### src/clp_alu.sv
// ----------------------------------------------------------------------------
// clp_alu: shared adder and subtract-compare unit
// Adds, or subtracts with carry out as the greater-or-equal flag; used for bin
// updates, prefix accumulation and the fraction division steps.
// ----------------------------------------------------------------------------
module clp_alu #(
  parameter int W = 33
) (
  input  logic [W-1:0] a,
  input  logic [W-1:0] b,
  input  logic         sub,
  output logic [W:0]   res
);

  logic [W:0] b_ext;

  assign b_ext = sub ? {1'b0, ~b} : {1'b0, b};
  assign res   = {1'b0, a} + b_ext + (W+1)'(sub);

endmodule

### config.mk
export PLATFORM = sky130hd
export DESIGN_NAME = clp_alu
export DESIGN_NICKNAME = d
export VERILOG_FILES = /design/src/clp_alu.sv
export SDC_FILE = /design/constraint.sdc
export NUM_CORES = 1
export LEC_CHECK = 0
export BUFFER_PORTS_ARGS = -buffer_cell sky130_fd_sc_hd__buf_2
export CORE_ASPECT_RATIO = 0.7
export CORE_UTILIZATION = 51
export DETAILED_ROUTE_END_ITERATION = 16
export PLACE_DENSITY = 0.85
export SLEW_MARGIN = 20
export SYNTH_ARGS = -nofsm -noshare
export SYNTH_HDL_FRONTEND = slang
export SYNTH_SLANG_ARGS = --single-unit
export TNS_END_PERCENT = 100
### constraint.sdc
create_clock -name vclk -period 3.6
set_input_delay 0.18 -clock vclk [all_inputs]
set_output_delay 0.18 -clock vclk [all_outputs]
set_load 0.01 [all_outputs]
==> impl_results.md, run 1 <==
- Die H: ~59 um
- Minimum period implied by the final worst setup slack: around 3100 ps
- Global placement routability congestion: ~1
- Crit path required time: approximately 3400 ps
- Classification of the worst-slack hold path: input pin to output pin
- Most instantiated library cell after synthesis: xor2_1
- WHS: about 630 ps
- Fillers: just over 400
- Setup repair after global routing missed its margin: false
- Max-cap violations: 0
- Syn nets: between 400 and 500
- DRC errors left: 0
- Layout overhead on the synthesized area: 22.08%
- Final setup viols: 0
- Initial cell density of the core: 53.57%
- Routed wire per std cell: around 15 um
- Initial antenna violation count: 0
- Area of all placed cells without fillers: 2864 sq um
- Number of hold violations in the final report: 0
- Arrival time of data at the critical path endpoint: about 2900 ps
- Post-CTS Hold Buffers: 0
- Number of slew-limit violations in the final report: 0
- Final Net Count: 520
- Number of core rows: 20
- Per-cell via count in the routed design: 6.173
- Sum of routed wire length over all layers: approximately 7.0 mm
- Sequential-to-total area share from yosys stat: 0%
- Worst path max stage delay: 580 ps
- Peak supply drop: about 0.19 mV
- Kind of end point of the critical path: output pin
- Worst Setup EP: res[19]
- Cell count after synthesis: between 300 and 400
- Wire length of the first global-routing pass: 11.24 mm
- Total core area: between 4000 and 5000 sq um
- Crit path max-delay family: compound AO/OA/AOI/OAI gates
- Initial DRC Count: 277
- Average cell area after synthesis: just over 7 sq um
- Area of placed instances: approximately 2900 sq um
- Crit-path slowest cell: o31ai_1
- Max Fanout on Critical Path: 15
- Number of routed nets with antenna violations: 0
- Status: complete, no violations
- Fraction of final layout cells with drive strength greater than 1: about 28%
- Number of global-route vias before repair: roughly 2500
- DR pass1 iterations: 6
- Finished Core Util: 65.40%
- Top cell type by total area after synthesis: ha_1
- Most numerous cell types in the synthesized netlist: xor2_1, nand2_1, a21oi_1
- Final total negative setup slack: 0 ps
- Largest net degree at the start of global routing: 17
- Crit path from: sub
- Number of distinct standard cells referenced by the synthesized netlist: between 50 and 60
- Worst-path cell chain: buf_2, buf_4, xor2_1, ha_1, a21oi_1, o21a_1, o31ai_1, o2111ai_2, and4b_1, a311oi_1, buf_2
- Cell area after technology mapping: between 2000 and 2500 sq um
- Diode insertion count for antenna repair: 0
- Global route total overflow: 0
- Startpoint type of the worst setup path: input pin
- Buffers plus inverters on the worst setup path: 3
- Number of clock buffers in the layout: 0
- Post-cts gate resize count: 0
- Most used cell along the critical path: buf_2
- Slew margin rel.: between 50% and 60%
- Maximum achievable frequency: between 0.3 and 0.4 GHz
- Flip-flop and latch count: 0
- Levels on crit path: 11
- Final total power: 0.8734 mW
- Power per cell area: a little over 300 nW/um^2
- Port buffer count: approximately 100
- Leakage power of the design: between 1 and 1.5 nW
- Number of setup buffers added after CTS: 0
- Transition at the pin with the smallest max-transition slack: 640.9 ps
- Via count: 2920
- Final period utilization: about 87%
- Ranking of synthesized cells by area: ha_1, xor2_1, a21oi_1
- Flip-flop and latch area: 0 sq um
- I/O pin count: around 100
- Class of the most critical setup path: input pin to output pin
- Top cell type's share of synthesized area: between 10% and 20%
- Die footprint: between 4000 and 5000 sq um
- Global routing usage summed across all routing layers: a little over a quarter
- Sum of net half-perimeters after detailed placement: approximately 6 mm
- Yosys warns: 0
- Die width: just over 80 um
per-stage QoR:
step | setup slack (ps) | std cells
after floorplan | 641.8 | 330
after global placement | 654.4 | 473
after detailed placement | 580.6 | 473
after CTS | 550.1 | 473
after global routing | 352.5 | 473
final | 475.4 | 473
tightest hold or removal path, cell delays in order:
cell    delay (ps)
buf_2           90
xor2_1          50
buf_2          130
cells in the final DEF, fill, tap and decap left out, types with 2 or more instances in the layout:
| master | count |
|---|---|
| nand4_1 | 9 |
| a21oi_1 | 33 |
| xor2_1 | 45 |
| buf_2 | 101 |
| a31o_2 | 2 |
| ha_1 | 32 |
| buf_4 | 2 |
| nand3_1 | 10 |
| a21o_1 | 15 |
| o2111ai_1 | 2 |
| nor4_1 | 2 |
| a311oi_1 | 3 |
| a211oi_1 | 4 |
| o221ai_1 | 2 |
| xnor2_1 | 12 |
| a221oi_1 | 2 |
| o211ai_1 | 3 |
| and2_1 | 6 |
| o21bai_1 | 4 |
| a31oi_1 | 6 |
| nor3_1 | 6 |
| nand2_1 | 35 |
| nand2b_1 | 4 |
| a211o_1 | 3 |
| mux2_2 | 2 |
| nor2b_1 | 2 |
| and3_1 | 6 |
| o21ai_0 | 15 |
| and4_1 | 3 |
| nor2_1 | 15 |
| o21a_1 | 2 |
| o31ai_1 | 3 |
| inv_1 | 5 |
layout make-up:
class	instances	area [sq um]	share of cell area [%]
Tap cell	55	68.82	2.403
Multi-Input combinational cell	310	2256	78.77
Timing Repair Buffer	103	520.5	18.17
Inverter	5	18.77	0.6553
cell families (layout without fill, tap and decap cells):
logic type	Yosys count	after routing	share of synthesized area (%)
AO/OA/AOI/OAI	113	113	32.91
XOR/XNOR	57	57	21.28
adder cells (fa/ha/maj)	33	33	17.92
buffers and inverters	20	108	3.840
multiplexers	3	3	1.387
AND/OR/NAND/NOR	104	104	22.67
report_power, final:
part / internal (mW) / switching [mW]
logic: 0.366 / 0.508
registers: 0 / 0
clock network: 0 / 0
routing by layer:
layer  wire, um  global-route usage (%)  vias up
li1           -                       -     1423
met1       3181                   41.20     1293
met5          0                       0        -
met3        799                   4.769       16
met4         87                   3.695        0
met2       2945                   41.69      188
worst min-delay path by stage:
stage | start | to | slack (ps) | cells past startpoint
2_1_floorplan | b[0] | res[0] | 440 | 1
3_3_place_gp | a[0] | res[0] | 630 | 3
3_5_place_dp | a[0] | res[0] | 640 | 3
4_1_cts | a[0] | res[0] | 640 | 3
5_1_grt | b[0] | res[0] | 670 | 3
6_report | a[0] | res[0] | 630 | 3
Power figures use the tool's default switching activity.
==> run 2: changes to the inputs <==
--- a/config.mk
+++ b/config.mk
@@ -7,6 +7,7 @@
 export LEC_CHECK = 0
 export BUFFER_PORTS_ARGS = -buffer_cell sky130_fd_sc_hd__buf_2
 export CORE_ASPECT_RATIO = 0.7
+export CORE_MARGIN = 5
 export CORE_UTILIZATION = 51
 export DETAILED_ROUTE_END_ITERATION = 16
 export PLACE_DENSITY = 0.85
==> constraint.sdc (replaced) <==
create_clock -name vclk -period 3.6
set_input_delay 0.54 -clock vclk [all_inputs]
set_output_delay 0.54 -clock vclk [all_outputs]
set_load 0.01 [all_outputs]
==> run 2 against run 1 <==
First-iteration DRC count is 38% higher. Sequential share of layout area stayed put. Combinational power is 13% higher. Cell area is 11% higher. Core utilization is 7.1 points higher. Die area is 25% higher. Global-route usage is 3.0 points lower. Maximum frequency is 12% lower. Count of clock-buffer cells in the layout stayed put. Via count is 4.9% higher. Highest routed layer unchanged.
==> impl_results.md, run 2 (synthesis results as in run 1) <==
- Status: complete, no violations (unchanged)
- Die H: 66.75 um (was 58.75 um)
- Via count: 3062 (was 2920)
- Commonest cells after routing, fill and taps aside: buf_2, xor2_1, nand2_1, a21oi_1, ha_1 (unchanged)
- Worst-path cell chain: buf_2, buf_12, xor2_1, ha_1, a21o_1, a221oi_4, o31ai_2, or4_4, a211oi_1, a311oi_1, buf_2 (was buf_2, buf_4, xor2_1, ha_1, a21oi_1, o21a_1, o31ai_1, o2111ai_2, and4b_1, a311oi_1, buf_2)
- Flip-flop and latch count: 0 (unchanged)
- Share of power burned in the clock network: 0% (about the same)
- Global routing usage summed across all routing layers: 24.45% (was 27.43%)
- Number of global-route vias before repair: 2780 (was 2457)
- Global placement routability congestion: 0.9748 (was 0.9866)
- Initial antenna violation count: 0 (unchanged)
- Non-filler cells, final: 501 (was 473)
- Sum of net half-perimeters after detailed placement: 6.729 mm (was 5.928 mm)
- Arrival time of data at the critical path endpoint: 3000 ps (was 2940 ps)
- Number of core rows: 20 (unchanged)
- Diode insertion count for antenna repair: 0 (unchanged)
- Switching fraction of total power: 56.07% (was 58.11%)
- Kind of end point of the critical path: output pin (unchanged)
- Final Net Count: 548 (was 520)
- DRC errors left: 0 (unchanged)
- Fraction of final layout cells with drive strength greater than 1: 35.43% (was 27.51%)
- Number of hold violations in the final report: 0 (unchanged)
- Setup repair after global routing missed its margin: true (was false)
- Most used cell along the critical path: buf_2 (unchanged)
- Final total negative setup slack: 0 ps (unchanged)
- WHS: 1378 ps (was 633.8 ps)
- Maximum achievable frequency: 0.2821 GHz (was 0.3200 GHz)
- Int Pwr: 0.4332 mW (was 0.3658 mW)
- Layout overhead on the synthesized area: 36.11% (was 22.08%)
- DR pass1 iterations: 8 (was 6)
- Number of clock buffers in the layout: 0 (unchanged)
- Flop pwr share: 0% (about the same)
- Final period utilization: 98.47% (was 86.80%)
- Share of power burned in combinational logic: 100.0% (about the same)
- Routed wire per std cell: 16.04 um (was 14.83 um)
- Final setup viols: 0 (unchanged)
- Fillers: 372 (was 408)
- Crit-path slowest cell: or4_4 (was o31ai_1)
- Total core area: 4404 sq um (was 4379 sq um)
- Number of slew-limit violations in the final report: 0 (unchanged)
- Leakage power of the design: 1.597 nW (was 1.447 nW)
- Class of the most critical setup path: input pin to output pin (unchanged)
- Slew margin rel.: 67.55% (was 56.91%)
- Initial DRC Count: 383 (was 277)
- Startpoint type of the worst setup path: input pin (unchanged)
- Flip-flop and latch area: 0 sq um (unchanged)
- Area of all placed cells without fillers: 3193 sq um (was 2864 sq um)
- Sum of routed wire length over all layers: 8.036 mm (was 7.013 mm)
- Peak supply drop: 0.1984 mV (was 0.1851 mV)
- Global route total overflow: 0 (unchanged)
- I/O pin count: 101 (unchanged)
- Largest net degree at the start of global routing: 16 (was 17)
- Classification of the worst-slack hold path: input pin to output pin (unchanged)
- Die width: 91.07 um (was 83.07 um)
- Wire length of the first global-routing pass: 12.74 mm (was 11.24 mm)
- Area of placed instances: 3079 sq um (was 2864 sq um)
- Minimum period implied by the final worst setup slack: 3545 ps (was 3125 ps)
- Worst path max stage delay: 440 ps (was 580 ps)
- Power per cell area: 308.8 nW/um^2 (was 305.0 nW/um^2)
- Cell total after placement: 500 (was 473)
- Minimum setup slack in the final design: 55.23 ps (was 475.4 ps)
- Setup Slack @ Placement: -93.56 ps (was 580.6 ps)
- Max-cap violations: 0 (unchanged)
- Die footprint: 6078 sq um (was 4880 sq um)
- Net switching power of the design: 0.5528 mW (was 0.5076 mW)
- Crit path required time: 3060 ps (was 3420 ps)
- Most common library cell in the layout ignoring fill and taps: buf_2 (unchanged)
- Post-CTS Hold Buffers: 0 (unchanged)
- Worst hold path depth: 3 (unchanged)
- Initial cell density of the core: 53.27% (was 53.57%)
- Per-cell via count in the routed design: 6.112 (was 6.173)
- Transition at the pin with the smallest max-transition slack: 481.7 ps (was 640.9 ps)
- Port buffer count: 101 (unchanged)
- Max Fanout on Critical Path: 15 (unchanged)
- Number of routed nets with antenna violations: 0 (unchanged)
run 2: cell types whose count changed in the layout (fill, tap and decap cells not counted), sizes merged:
| cell | previous run | this run |
|---|---|---|
| buf | 103 | 131 |
run 2: worst paths after layout:
kind  start      end  slack [ps]
max     sub  res[26]          60
min    a[0]   res[0]        1380
run 2: repair_timing:
item / CTS / global route
cloned: 0 / 0
setup endpoints to repair: 2 / 13
setup buffers: 0 / 1
pin swaps: 0 / 6
gates resized for setup: 1 / 20
run 2: through the flow:
step           power, mW  utilization (%)
2_1_floorplan     0.5940                -
3_3_place_gp      0.9065            69.91
3_5_place_dp      0.9259            69.91
4_1_cts           0.9327            70.03
5_1_grt            1.068            72.50
6_report          0.9859            72.50
run 2: power groups by stage:
stage / combinational, mW / clock, mW / sequential (mW)
final: 0.986 / 0 / 0
after global routing: 1.07 / 0 / 0
after CTS: 0.933 / 0 / 0
after detailed placement: 0.926 / 0 / 0
after global placement: 0.906 / 0 / 0
after floorplan: 0.594 / 0 / 0
run 2: critical path, delay by kind of cell:
kind | cells | cell delay, ps
buf+inv | 3 | 470
fa+ha+maj | 1 | 390
xor+xnor | 1 | 160
simple gates | 1 | 440
compound gates | 5 | 1000
run 2: routing by layer:
metal / wire length (um) / vias to the layer above / share of wire [%] / track usage (%)
li1: - / 1486 / - / -
met1: 3650 / 1377 / 45 / 35.42
met2: 3565 / 181 / 44 / 41.01
met3: 713 / 18 / 8.9 / 2.483
met4: 106 / 0 / 1.3 / 1.099
met5: 0 / - / 0 / 0
run 2: cell type report:
class,instances,area [sq um],area share [%]
Timing Repair Buffer,131,747.0,23.39
Inverter,5,18.77,0.5878
Tap cell,55,68.82,2.155
Multi-Input combinational cell,310,2359,73.86
